--- src/rtl/core/rtcsm_pkg.sv ---
// ----------------------------------------------------------------------------
// rtcsm_pkg
// Shared widths, action codes and transfer phase codes for the three-wire
// serial master.
// ----------------------------------------------------------------------------
`default_nettype none

package rtcsm_pkg;

  localparam int unsigned ActionW = 2;
  localparam int unsigned ByteW   = 8;
  localparam int unsigned BitIdxW = 3;
  localparam int unsigned PhaseW  = 2;

  // action codes of an input word
  localparam logic [ActionW-1:0] ACT_TICK  = 2'd0;
  localparam logic [ActionW-1:0] ACT_WRITE = 2'd1;
  localparam logic [ActionW-1:0] ACT_READ  = 2'd2;

  // transfer phases
  localparam logic [PhaseW-1:0] PH_IDLE  = 2'd0;
  localparam logic [PhaseW-1:0] PH_CMD   = 2'd1;
  localparam logic [PhaseW-1:0] PH_WDATA = 2'd2;
  localparam logic [PhaseW-1:0] PH_RDATA = 2'd3;

  localparam logic [BitIdxW-1:0] LAST_BIT = 3'd7;

endpackage

`default_nettype wire

--- src/rtl/core/rtcsm_if.sv ---
// ----------------------------------------------------------------------------
// rtcsm channel interfaces
// Valid/ready channels for tick words in and line-level words out.
// ----------------------------------------------------------------------------
`default_nettype none

interface rtcsm_in_if;
  logic                            valid;
  logic                            ready;
  logic [rtcsm_pkg::ActionW-1:0]   action;
  logic [rtcsm_pkg::ByteW-1:0]     command;
  logic [rtcsm_pkg::ByteW-1:0]     data;
  logic                            io_in;

  modport source (output valid, action, command, data, io_in, input ready);
  modport sink   (input valid, action, command, data, io_in, output ready);
endinterface

interface rtcsm_out_if;
  logic                            valid;
  logic                            ready;
  logic                            chip_enable;
  logic                            serial_clock;
  logic                            io_out;
  logic                            io_drive;
  logic                            busy_res;
  logic                            done_res;
  logic [rtcsm_pkg::ByteW-1:0]     read_data;

  modport source (output valid, chip_enable, serial_clock, io_out, io_drive,
                  busy_res, done_res, read_data, input ready);
  modport sink   (input valid, chip_enable, serial_clock, io_out, io_drive,
                  busy_res, done_res, read_data, output ready);
endinterface

`default_nettype wire

--- src/rtl/core/three_wire_rtc_serial_master_unit.sv ---
// ----------------------------------------------------------------------------
// three_wire_rtc_serial_master_unit
// Master for a three-wire serial link (enable, serial clock, data line).
// Every input word is one half-clock tick and yields one output word.
// ----------------------------------------------------------------------------
//  channel   dir   handshake      payload
//  in_chan   in    valid/ready    action, command, data, io_in
//  out_chan  out   valid/ready    chip_enable, serial_clock, io_out,
//                                 io_drive, busy_res, done_res, read_data
//
//  one word per cycle unless out_chan stalls: the tick state updates on
//  accept and the line levels land in the output register on the same edge
//  in_chan.ready is high whenever the output register is empty or drains
//  a stall on out_chan holds both the output word and the tick state
//  rst_n is synchronous: link idle, output register empty
// ----------------------------------------------------------------------------
`default_nettype none

module three_wire_rtc_serial_master_unit (
  input  wire              clk,
  input  wire              rst_n,
  rtcsm_in_if.sink         in_chan,
  rtcsm_out_if.source      out_chan
);

  logic [rtcsm_pkg::PhaseW-1:0]  phase_r, phase_nxt;
  logic [rtcsm_pkg::BitIdxW-1:0] bit_index_r, bit_index_nxt;
  logic                          clock_half_r, clock_half_nxt;
  logic [rtcsm_pkg::ByteW-1:0]   command_shift_r, command_shift_nxt;
  logic [rtcsm_pkg::ByteW-1:0]   data_shift_r, data_shift_nxt;
  logic [rtcsm_pkg::ByteW-1:0]   read_capture_r, read_capture_nxt;
  logic                          is_read_r, is_read_nxt;

  logic                          out_valid_r;
  logic                          ce_r, sclk_r, io_out_r, io_drive_r, done_r;
  logic                          ce_nxt, sclk_nxt, io_out_nxt, io_drive_nxt, done_nxt;

  logic accept;
  logic running;

  assign in_chan.ready = !out_valid_r || out_chan.ready;
  assign accept        = in_chan.valid && in_chan.ready;
  assign running       = (phase_r != rtcsm_pkg::PH_IDLE);

  always_comb begin
    phase_nxt         = phase_r;
    bit_index_nxt     = bit_index_r;
    clock_half_nxt    = clock_half_r;
    command_shift_nxt = command_shift_r;
    data_shift_nxt    = data_shift_r;
    read_capture_nxt  = read_capture_r;
    is_read_nxt       = is_read_r;
    done_nxt          = 1'b0;

    if (running) begin
      if (!clock_half_r) begin
        clock_half_nxt = 1'b1;
      end else begin
        clock_half_nxt = 1'b0;
        if (bit_index_r != rtcsm_pkg::LAST_BIT) begin
          bit_index_nxt = bit_index_r + 1'b1;
        end else begin
          bit_index_nxt = '0;
          if (phase_r == rtcsm_pkg::PH_CMD) begin
            phase_nxt = is_read_r ? rtcsm_pkg::PH_RDATA : rtcsm_pkg::PH_WDATA;
          end else begin
            phase_nxt = rtcsm_pkg::PH_IDLE;
            done_nxt  = 1'b1;
          end
        end
      end
      // sample on the clock-low tick that follows a falling edge
      if (!done_nxt && phase_nxt == rtcsm_pkg::PH_RDATA && !clock_half_nxt &&
          in_chan.io_in) begin
        read_capture_nxt[bit_index_nxt] = 1'b1;
      end
    end else if (in_chan.action == rtcsm_pkg::ACT_WRITE ||
                 in_chan.action == rtcsm_pkg::ACT_READ) begin
      phase_nxt         = rtcsm_pkg::PH_CMD;
      bit_index_nxt     = '0;
      clock_half_nxt    = 1'b0;
      command_shift_nxt = in_chan.command;
      data_shift_nxt    = in_chan.data;
      read_capture_nxt  = '0;
      is_read_nxt       = (in_chan.action == rtcsm_pkg::ACT_READ);
    end

    // line levels follow the updated tick state
    ce_nxt       = (phase_nxt != rtcsm_pkg::PH_IDLE);
    sclk_nxt     = ce_nxt && clock_half_nxt;
    io_out_nxt   = 1'b0;
    io_drive_nxt = 1'b0;
    case (phase_nxt)
      rtcsm_pkg::PH_CMD: begin
        io_out_nxt   = command_shift_nxt[bit_index_nxt];
        io_drive_nxt = 1'b1;
      end
      rtcsm_pkg::PH_WDATA: begin
        io_out_nxt   = data_shift_nxt[bit_index_nxt];
        io_drive_nxt = 1'b1;
      end
      default: begin
        io_out_nxt   = 1'b0;
        io_drive_nxt = 1'b0;
      end
    endcase
  end

  always_ff @(posedge clk) begin
    if (!rst_n) begin
      phase_r         <= rtcsm_pkg::PH_IDLE;
      bit_index_r     <= '0;
      clock_half_r    <= 1'b0;
      command_shift_r <= '0;
      data_shift_r    <= '0;
      read_capture_r  <= '0;
      is_read_r       <= 1'b0;
      out_valid_r     <= 1'b0;
    end else begin
      if (accept) begin
        phase_r         <= phase_nxt;
        bit_index_r     <= bit_index_nxt;
        clock_half_r    <= clock_half_nxt;
        command_shift_r <= command_shift_nxt;
        data_shift_r    <= data_shift_nxt;
        read_capture_r  <= read_capture_nxt;
        is_read_r       <= is_read_nxt;
        out_valid_r     <= 1'b1;
      end else if (out_chan.ready) begin
        out_valid_r     <= 1'b0;
      end
    end
  end

  always_ff @(posedge clk) begin
    if (accept) begin
      ce_r       <= ce_nxt;
      sclk_r     <= sclk_nxt;
      io_out_r   <= io_out_nxt;
      io_drive_r <= io_drive_nxt;
      done_r     <= done_nxt;
    end
  end

  assign out_chan.valid        = out_valid_r;
  assign out_chan.chip_enable  = ce_r;
  assign out_chan.serial_clock = sclk_r;
  assign out_chan.io_out       = io_out_r;
  assign out_chan.io_drive     = io_drive_r;
  assign out_chan.busy_res     = ce_r;
  assign out_chan.done_res     = done_r;
  assign out_chan.read_data    = read_capture_r;

  // done word shows the link already released
  a_done_idle: assert property (@(posedge clk) disable iff (!rst_n)
    out_chan.valid && out_chan.done_res |-> !out_chan.chip_enable && !out_chan.io_drive)
    else $error("done word with link still active");

  // the line is only driven inside a transfer
  a_drive_busy: assert property (@(posedge clk) disable iff (!rst_n)
    out_chan.valid && out_chan.io_drive |-> out_chan.busy_res)
    else $error("data line driven outside a transfer");

  // idle link has its bit counter and clock parked
  a_idle_parked: assert property (@(posedge clk) disable iff (!rst_n)
    phase_r == rtcsm_pkg::PH_IDLE |-> bit_index_r == '0 && !clock_half_r)
    else $error("idle phase with bit counter or clock not parked");

  // a start word taken while idle opens the command phase
  a_start: assert property (@(posedge clk) disable iff (!rst_n)
    accept && !running && (in_chan.action == rtcsm_pkg::ACT_WRITE ||
      in_chan.action == rtcsm_pkg::ACT_READ)
    |=> phase_r == rtcsm_pkg::PH_CMD && out_chan.valid && out_chan.busy_res)
    else $error("start request did not open a transfer");

endmodule

`default_nettype wire
--- src/flat_wrapper.sv ---
// flat-port wrapper written by rule: the top's interface ports become plain ports
module three_wire_rtc_serial_master_unit_flat 
  (clk, rst_n, in_chan_valid, in_chan_action, in_chan_command, in_chan_data, in_chan_io_in, in_chan_ready, out_chan_valid, out_chan_chip_enable, out_chan_serial_clock, out_chan_io_out, out_chan_io_drive, out_chan_busy_res, out_chan_done_res, out_chan_read_data, out_chan_ready);
  rtcsm_in_if in_chan_i ();
  rtcsm_out_if out_chan_i ();
  input  wire clk;
  input  wire rst_n;
  input wire logic [$bits(in_chan_i.valid)-1:0] in_chan_valid;
  input wire logic [$bits(in_chan_i.action)-1:0] in_chan_action;
  input wire logic [$bits(in_chan_i.command)-1:0] in_chan_command;
  input wire logic [$bits(in_chan_i.data)-1:0] in_chan_data;
  input wire logic [$bits(in_chan_i.io_in)-1:0] in_chan_io_in;
  output wire logic [$bits(in_chan_i.ready)-1:0] in_chan_ready;
  output wire logic [$bits(out_chan_i.valid)-1:0] out_chan_valid;
  output wire logic [$bits(out_chan_i.chip_enable)-1:0] out_chan_chip_enable;
  output wire logic [$bits(out_chan_i.serial_clock)-1:0] out_chan_serial_clock;
  output wire logic [$bits(out_chan_i.io_out)-1:0] out_chan_io_out;
  output wire logic [$bits(out_chan_i.io_drive)-1:0] out_chan_io_drive;
  output wire logic [$bits(out_chan_i.busy_res)-1:0] out_chan_busy_res;
  output wire logic [$bits(out_chan_i.done_res)-1:0] out_chan_done_res;
  output wire logic [$bits(out_chan_i.read_data)-1:0] out_chan_read_data;
  input wire logic [$bits(out_chan_i.ready)-1:0] out_chan_ready;
  assign in_chan_i.valid = in_chan_valid;
  assign in_chan_i.action = in_chan_action;
  assign in_chan_i.command = in_chan_command;
  assign in_chan_i.data = in_chan_data;
  assign in_chan_i.io_in = in_chan_io_in;
  assign in_chan_ready = in_chan_i.ready;
  assign out_chan_valid = out_chan_i.valid;
  assign out_chan_chip_enable = out_chan_i.chip_enable;
  assign out_chan_serial_clock = out_chan_i.serial_clock;
  assign out_chan_io_out = out_chan_i.io_out;
  assign out_chan_io_drive = out_chan_i.io_drive;
  assign out_chan_busy_res = out_chan_i.busy_res;
  assign out_chan_done_res = out_chan_i.done_res;
  assign out_chan_read_data = out_chan_i.read_data;
  assign out_chan_i.ready = out_chan_ready;
  three_wire_rtc_serial_master_unit u_core (.clk(clk), .rst_n(rst_n), .in_chan(in_chan_i), .out_chan(out_chan_i));
endmodule
--- config.mk ---
export PLATFORM = sky130hd
export DESIGN_NAME = three_wire_rtc_serial_master_unit_flat
export DESIGN_NICKNAME = d
export VERILOG_FILES = /design/src/rtl/core/rtcsm_pkg.sv /design/src/rtl/core/rtcsm_if.sv /design/src/rtl/core/three_wire_rtc_serial_master_unit.sv /design/src/flat_wrapper.sv
export SDC_FILE = /design/constraint.sdc
export NUM_CORES = 1
export LEC_CHECK = 0
export ABC_AREA = 1
export BUFFER_PORTS_ARGS = -buffer_cell sky130_fd_sc_hd__buf_2
export CAP_MARGIN = 10
export CORE_ASPECT_RATIO = 2
export CORE_MARGIN = 5
export CORE_UTILIZATION = 59
export DETAILED_ROUTE_END_ITERATION = 8
export HOLD_SLACK_MARGIN = 0.02
export PLACE_DENSITY = 0.87
export SYNTH_ARGS = -nofsm -noshare
export SYNTH_HDL_FRONTEND = slang
export SYNTH_SLANG_ARGS = --single-unit
--- constraint.sdc ---
create_clock -name clk -period 3.1 [get_ports clk]
set_input_delay 0.31 -clock clk [delete_from_list [all_inputs] [get_ports clk]]
set_output_delay 0.31 -clock clk [all_outputs]
set_load 0.02 [all_outputs]
; Word-level counts from Yosys, hierarchy flattened
; Index checks and enable logic that the tools add are counted.
[classes]
magnitude_cmp = 3
n_eq_ne = 8
mux = 37
addsub = 1
n_bitwise = 2
reduce_logical = 18
[op_table]
columns = op, n
row1 = two-way mux 8 bit, 7
row2 = two-way mux 1 bit, 15
row3 = two-way mux 3 bit, 5
row4 = two-way mux 2 bit, 6
row5 = < comparator 3 x 4 -> 1 bit (second input constant), 2
row6 = OR 8 bit, 1
row7 = nonzero test 2 bit, 4
row8 = binary-select mux 1 bit (select 3 bit), 2
row9 = == test 2 x 1 -> 1 bit (second input constant), 3
row10 = == test 2 bit (second input constant), 3
row11 = logical AND 1 bit, 6
row12 = AND reduction 3 bit, 2
row13 = adder 3 x 1 -> 3 bit (second input constant), 1
row14 = demux 1 bit (select 3 bit), 1
row15 = >= comparator 3 x 1 -> 1 bit (second input constant), 1
row16 = logical NOT 1 bit, 3
row17 = inequality test 3 bit (second input constant), 1
row18 = logical OR 1 bit, 2
row19 = inequality test 2 bit (second input constant), 1
row20 = one-hot mux 1 bit (2 select lines), 1
row21 = OR reduction 2 bit, 1
row22 = inverter 1 bit, 1
[totals]
register_bits = 37
input_bits = 23
wordCells = 82

; Logic depth before layout (Yosys ltp)
[depth]
word_depth = 11
mapped_depth = 12

; Worst setup path after synthesis
; No wires, ideal clock.
[synth_path]
kind = register to register
startpoint = register u_core.bit_index_r[0] (netlist name)
endpoint = register u_core.io_out_r (netlist: u_core.out_chan.io_out) (data pin)
path_stages_with_launch = 12
arrival_time_ns = 1.566
synth_period_minus_slack_ns = 1.820
setup_time_ns = 0.254
slack_ns = 1.280
cell_sequence = dfxtp_1 ha_1 ha_1 inv_1 nand3_1 nand2_2 o21ai_1 inv_1 nand3_1 nand3_1 nand3_1 a21oi_2
[synth_between]
elab_chain_len = 8
word_cells_on_any_way = 18
classes_between = add/sub: 1 / eq/ne: 3 / mux: 14
[synth_lines]
columns = item, line_no
row1 = from (decl), three_wire_rtc_serial_master_unit.sv:27  ; logic [rtcsm_pkg::BitIdxW-1:0] bit_index_r, bit_index_nxt;
row2 = from (signal assigned), three_wire_rtc_serial_master_unit.sv:122  ; bit_index_r <= bit_index_nxt;
row3 = adder 3 x 1 -> 3 bit or inequality test 3 bit (tied branches), "three_wire_rtc_serial_master_unit.sv:61, three_wire_rtc_serial_master_unit.sv:60"
row4 = two-way mux 3 bit, three_wire_rtc_serial_master_unit.sv:60  ; if (bit_index_r != rtcsm_pkg::LAST_BIT) begin
row5 = two-way mux 3 bit, three_wire_rtc_serial_master_unit.sv:56  ; if (!clock_half_r) begin
row6 = two-way mux 3 bit (2 in series), three_wire_rtc_serial_master_unit.sv:55  ; if (running) begin
row7 = "binary-select mux 1 bit (select 3 bit), on equally long branches", "three_wire_rtc_serial_master_unit.sv:99, three_wire_rtc_serial_master_unit.sv:95"
row8 = "two-way mux 1 bit, on equally long branches", "three_wire_rtc_serial_master_unit.sv:99, three_wire_rtc_serial_master_unit.sv:95"
row9 = one-hot mux 1 bit (2 select lines) (*), three_wire_rtc_serial_master_unit.sv:93  ; case (phase_nxt)
row10 = net u_core.io_out_nxt, three_wire_rtc_serial_master_unit.sv:36  ; logic ce_nxt, sclk_nxt, io_out_nxt, io_drive_nxt, done_nxt;
row11 = to (signal assigned), three_wire_rtc_serial_master_unit.sv:139  ; io_out_r <= io_out_nxt;
row12 = to (decl), three_wire_rtc_serial_master_unit.sv:35  ; logic ce_r, sclk_r, io_out_r, io_drive_r, done_r;
; The timed path passes the listed nets; every way through them passes the cells marked *. The select of a mux whose other input is x is not followed.
; A chain may end at the register's enable or synchronous reset.

; Worst setup path in the final report
[layout_path]
startpoint = register u_core.bit_index_r[1] (netlist name)
endpoint = register u_core.io_out_r (netlist: u_core.out_chan.io_out) (data pin)
; Same word-level chain as after synthesis.

==> reports/metrics.cfg <==
[critical_path]
r2r_cells = 11
cp.required_ns = 3.15
regToRegStartpoint = u_core.bit_index_r[1]
crit_end = u_core.out_chan.io_out
crit_type = reg -> reg
critPathLaunchType = flip-flop
crit_arrival_ns = 2.25
cp-end-kind = flip-flop
crit_path_max_fanout = 6
timing.rr.end = u_core.out_chan.io_out
critPathLaunch = u_core.bit_index_r[1]
ff2ff_setup_slack_ns = 0.90

[global_routing]
grt_pass1_vias = 1883
grt_usage = 0.216
overflow = 0
grt_antenna_before_repair = 0
grt_pass1_wl_mm = 7.86
grt_max_degree = 29

[die]
die_h_microns = 93.4
die_area_sq_mm = 0.00483
start_util = 0.607
std_cell_rows = 30
ioPinCount = 39
coreArea_sq_mm = 0.00338
die_w_microns = 51.7

[logic_synthesis]
synthCells = 286
avgSynthCellArea_sq_um = 7.17
yosysSeqAreaShare = 0.386
yosysWarnings = 0
synth.distinct_cells = 30
synth_seq_cells = 37
synth_nets = 316
syn_area_sq_mm = 0.00205

[pwr]
pwr_density_cell_mw_per_mm2 = 510
p_leak_nw = 1.09
peakVddDrop_v = 0.000389

[clock_network]
clockBufferDepth = 2
clock_latency_ns = 0.30
cts_resized = 0
cts_setup_buffers = 0
h-tree-depth = 2
cts.sinks = 37
cts_tree = done
cts.clk_slew.worst_paths_ns = 0.07
cts.hold.buffers_added = 0
cts_made_buffers = 5
clockRootBuffer = clkbuf_8

[place]
preCtsSetupSlack_ns = 0.973
dpl_cell_area_sq_mm = 0.00222
port-buffer-count = 38
gp_congestion = 0.886
dp.cells = 348
dp_hpwl_mm = 3.65

[sta]
finalMaxSlewViolations = 0
slew_headroom = 0.672
grt_setup_unrepaired = no
hold_viol = 0
fmax_mhz = 455
holdWs_ns = 0.267
fin_skew_ns = 0.00313
fin_crit_sh = 0.709
setup_violations = 0
fin_crit_ns = 2.20
setup_ws_ns = 0.903
finalSetupTns_ns = 0
tightest_slew_ns = 0.491

[cells_and_area]
final_cell_area_sq_mm = 0.00230
drive_above_1_share = 0.194
nets = 353
final_common_cell = inv_1
final_cells = 356
final_cell_mix = inv_1, nand2_1, nor2_1, buf_2, dfxtp_1
areaGrowthSynthToFinish_pct = 12.3
num_antenna_cells = 0

[run]
cap_violations = 0

[route]
drt_iter0_markers = 80
postRouteWirelength_mm = 4.73
first_pass_iters = 6
ant_nets = 0
vias = 1977
drc = 0
route.detailed.wl_per_inst_microns = 13.3
viasPerCell = 5.55

[min_path]
hold_class = in -> reg

[outcome]
status = completed

## Yosys cell counts
cell,number,area (sq um)
clkbuf_1,2,7.51
o22ai_1,1,6.26
buf_2,2,10.0
nor2_1,38,143
inv_2,4,15.0
nand4_1,9,56.3
nor2_8,1,20.0
nand2_2,3,18.8
ha_1,7,87.6
nand3_2,1,10.0
nand2_4,1,11.3
nor2_4,1,11.3
o21ai_1,2,10.0
a21oi_1,23,115
nand2_8,1,20.0
nor3_2,1,10.0
buf_6,3,33.8
edfxtp_1,5,150
nor2_2,3,18.8
a21oi_2,1,8.76
inv_1,48,180
nand3_1,22,110
o21ai_0,17,85.1
buf_4,1,7.51
o32ai_1,5,43.8
dfxtp_1,32,641
a211oi_1,4,30.0
clkinv_1,2,7.51
o21ai_2,2,17.5
nand2_1,44,165
## flip-flops by register name, indices dropped and copies added (netlist names)
register                      count
u_core.out_chan.serial_clock      1
u_core.clock_half_r               1
u_core.out_chan.busy_res          1
u_core.out_chan.io_out            1
u_core.out_chan.done_res          1
u_core.data_shift_r               8
u_core.phase_r                    2
u_core.out_chan.read_data         8
u_core.bit_index_r                3
u_core.command_shift_r            8
u_core.out_chan.io_drive          1
u_core.out_chan.valid             1
u_core.is_read_r                  1
## area by class of cell
| type | count | area, sq um |
|---|---|---|
| Multi-Input combinational cell | 187 | 998 |
| Inverter | 54 | 203 |
| Tap cell | 32 | 40.0 |
| Fill cell | 319 | 1070 |
| Clock buffer | 5 | 68.8 |
| Timing Repair Buffer | 38 | 190 |
| Sequential cell | 37 | 791 |
| Clock inverter | 3 | 12.5 |
## worst min path at each step
stage	from	to	slack (ns)	cells past startpoint
detailed placement	u_core.out_chan.read_data[0]	u_core.out_chan.read_data[0]	0.44	2
floorplan	u_core.data_shift_r[2]	u_core.data_shift_r[2]	0.44	2
global route	in_chan_command[6]	u_core.command_shift_r[6]	0.29	3
CTS	in_chan_data[3]	u_core.data_shift_r[3]	0.26	3
global placement	u_core.out_chan.read_data[1]	u_core.out_chan.read_data[1]	0.43	2
finish	in_chan_command[6]	u_core.command_shift_r[6]	0.27	3
## logic make-up (layout without fill, tap and decap cells)
logic type | Yosys count | after routing | synth area share
AO/OA/AOI/OAI | 55 | 55 | 0.154
adder cells (fa/ha/maj) | 7 | 7 | 0.0427
buffers and inverters | 62 | 100 | 0.128
flip-flops | 37 | 37 | 0.386
AND/OR/NAND/NOR | 125 | 125 | 0.290
## worst max-delay path, stage by stage (launching register included)
cell	delay, ns
dfxtp_1	0.40
ha_1	0.22
ha_1	0.18
inv_1	0.04
nand3_1	0.08
nand2_2	0.10
o21ai_1	0.37
inv_1	0.18
nand3_1	0.14
nand3_1	0.09
nand3_1	0.10
a21oi_2	0.05
## power by group
group | internal [mW] | switching (mW) | total [mW] | leakage [nW]
Clock | 0.151 | 0.172 | 0.324 | 0.0430
Combinational | 0.0999 | 0.209 | 0.309 | 0.733
Sequential | 0.520 | 0.0211 | 0.542 | 0.311
## per-stage QoR
| step | util | power [mW] |
|---|---|---|
| detailed placement | 0.658 | 0.855 |
| floorplan | - | 0.787 |
| finish | 0.682 | 1.17 |
| CTS | 0.682 | 1.18 |
| global route | 0.682 | 1.24 |
| global placement | 0.658 | 0.848 |
## per-layer routing
metal / routed length (microns) / GRT usage / vias up
li1: - / - / 997
met1: 1670 / 0.193 / 881
met2: 2580 / 0.410 / 84
met3: 291 / 0.0494 / 15
met4: 184 / 0.136 / 0
met5: 0 / 0 / -
(Power assumes the default switching activity.)
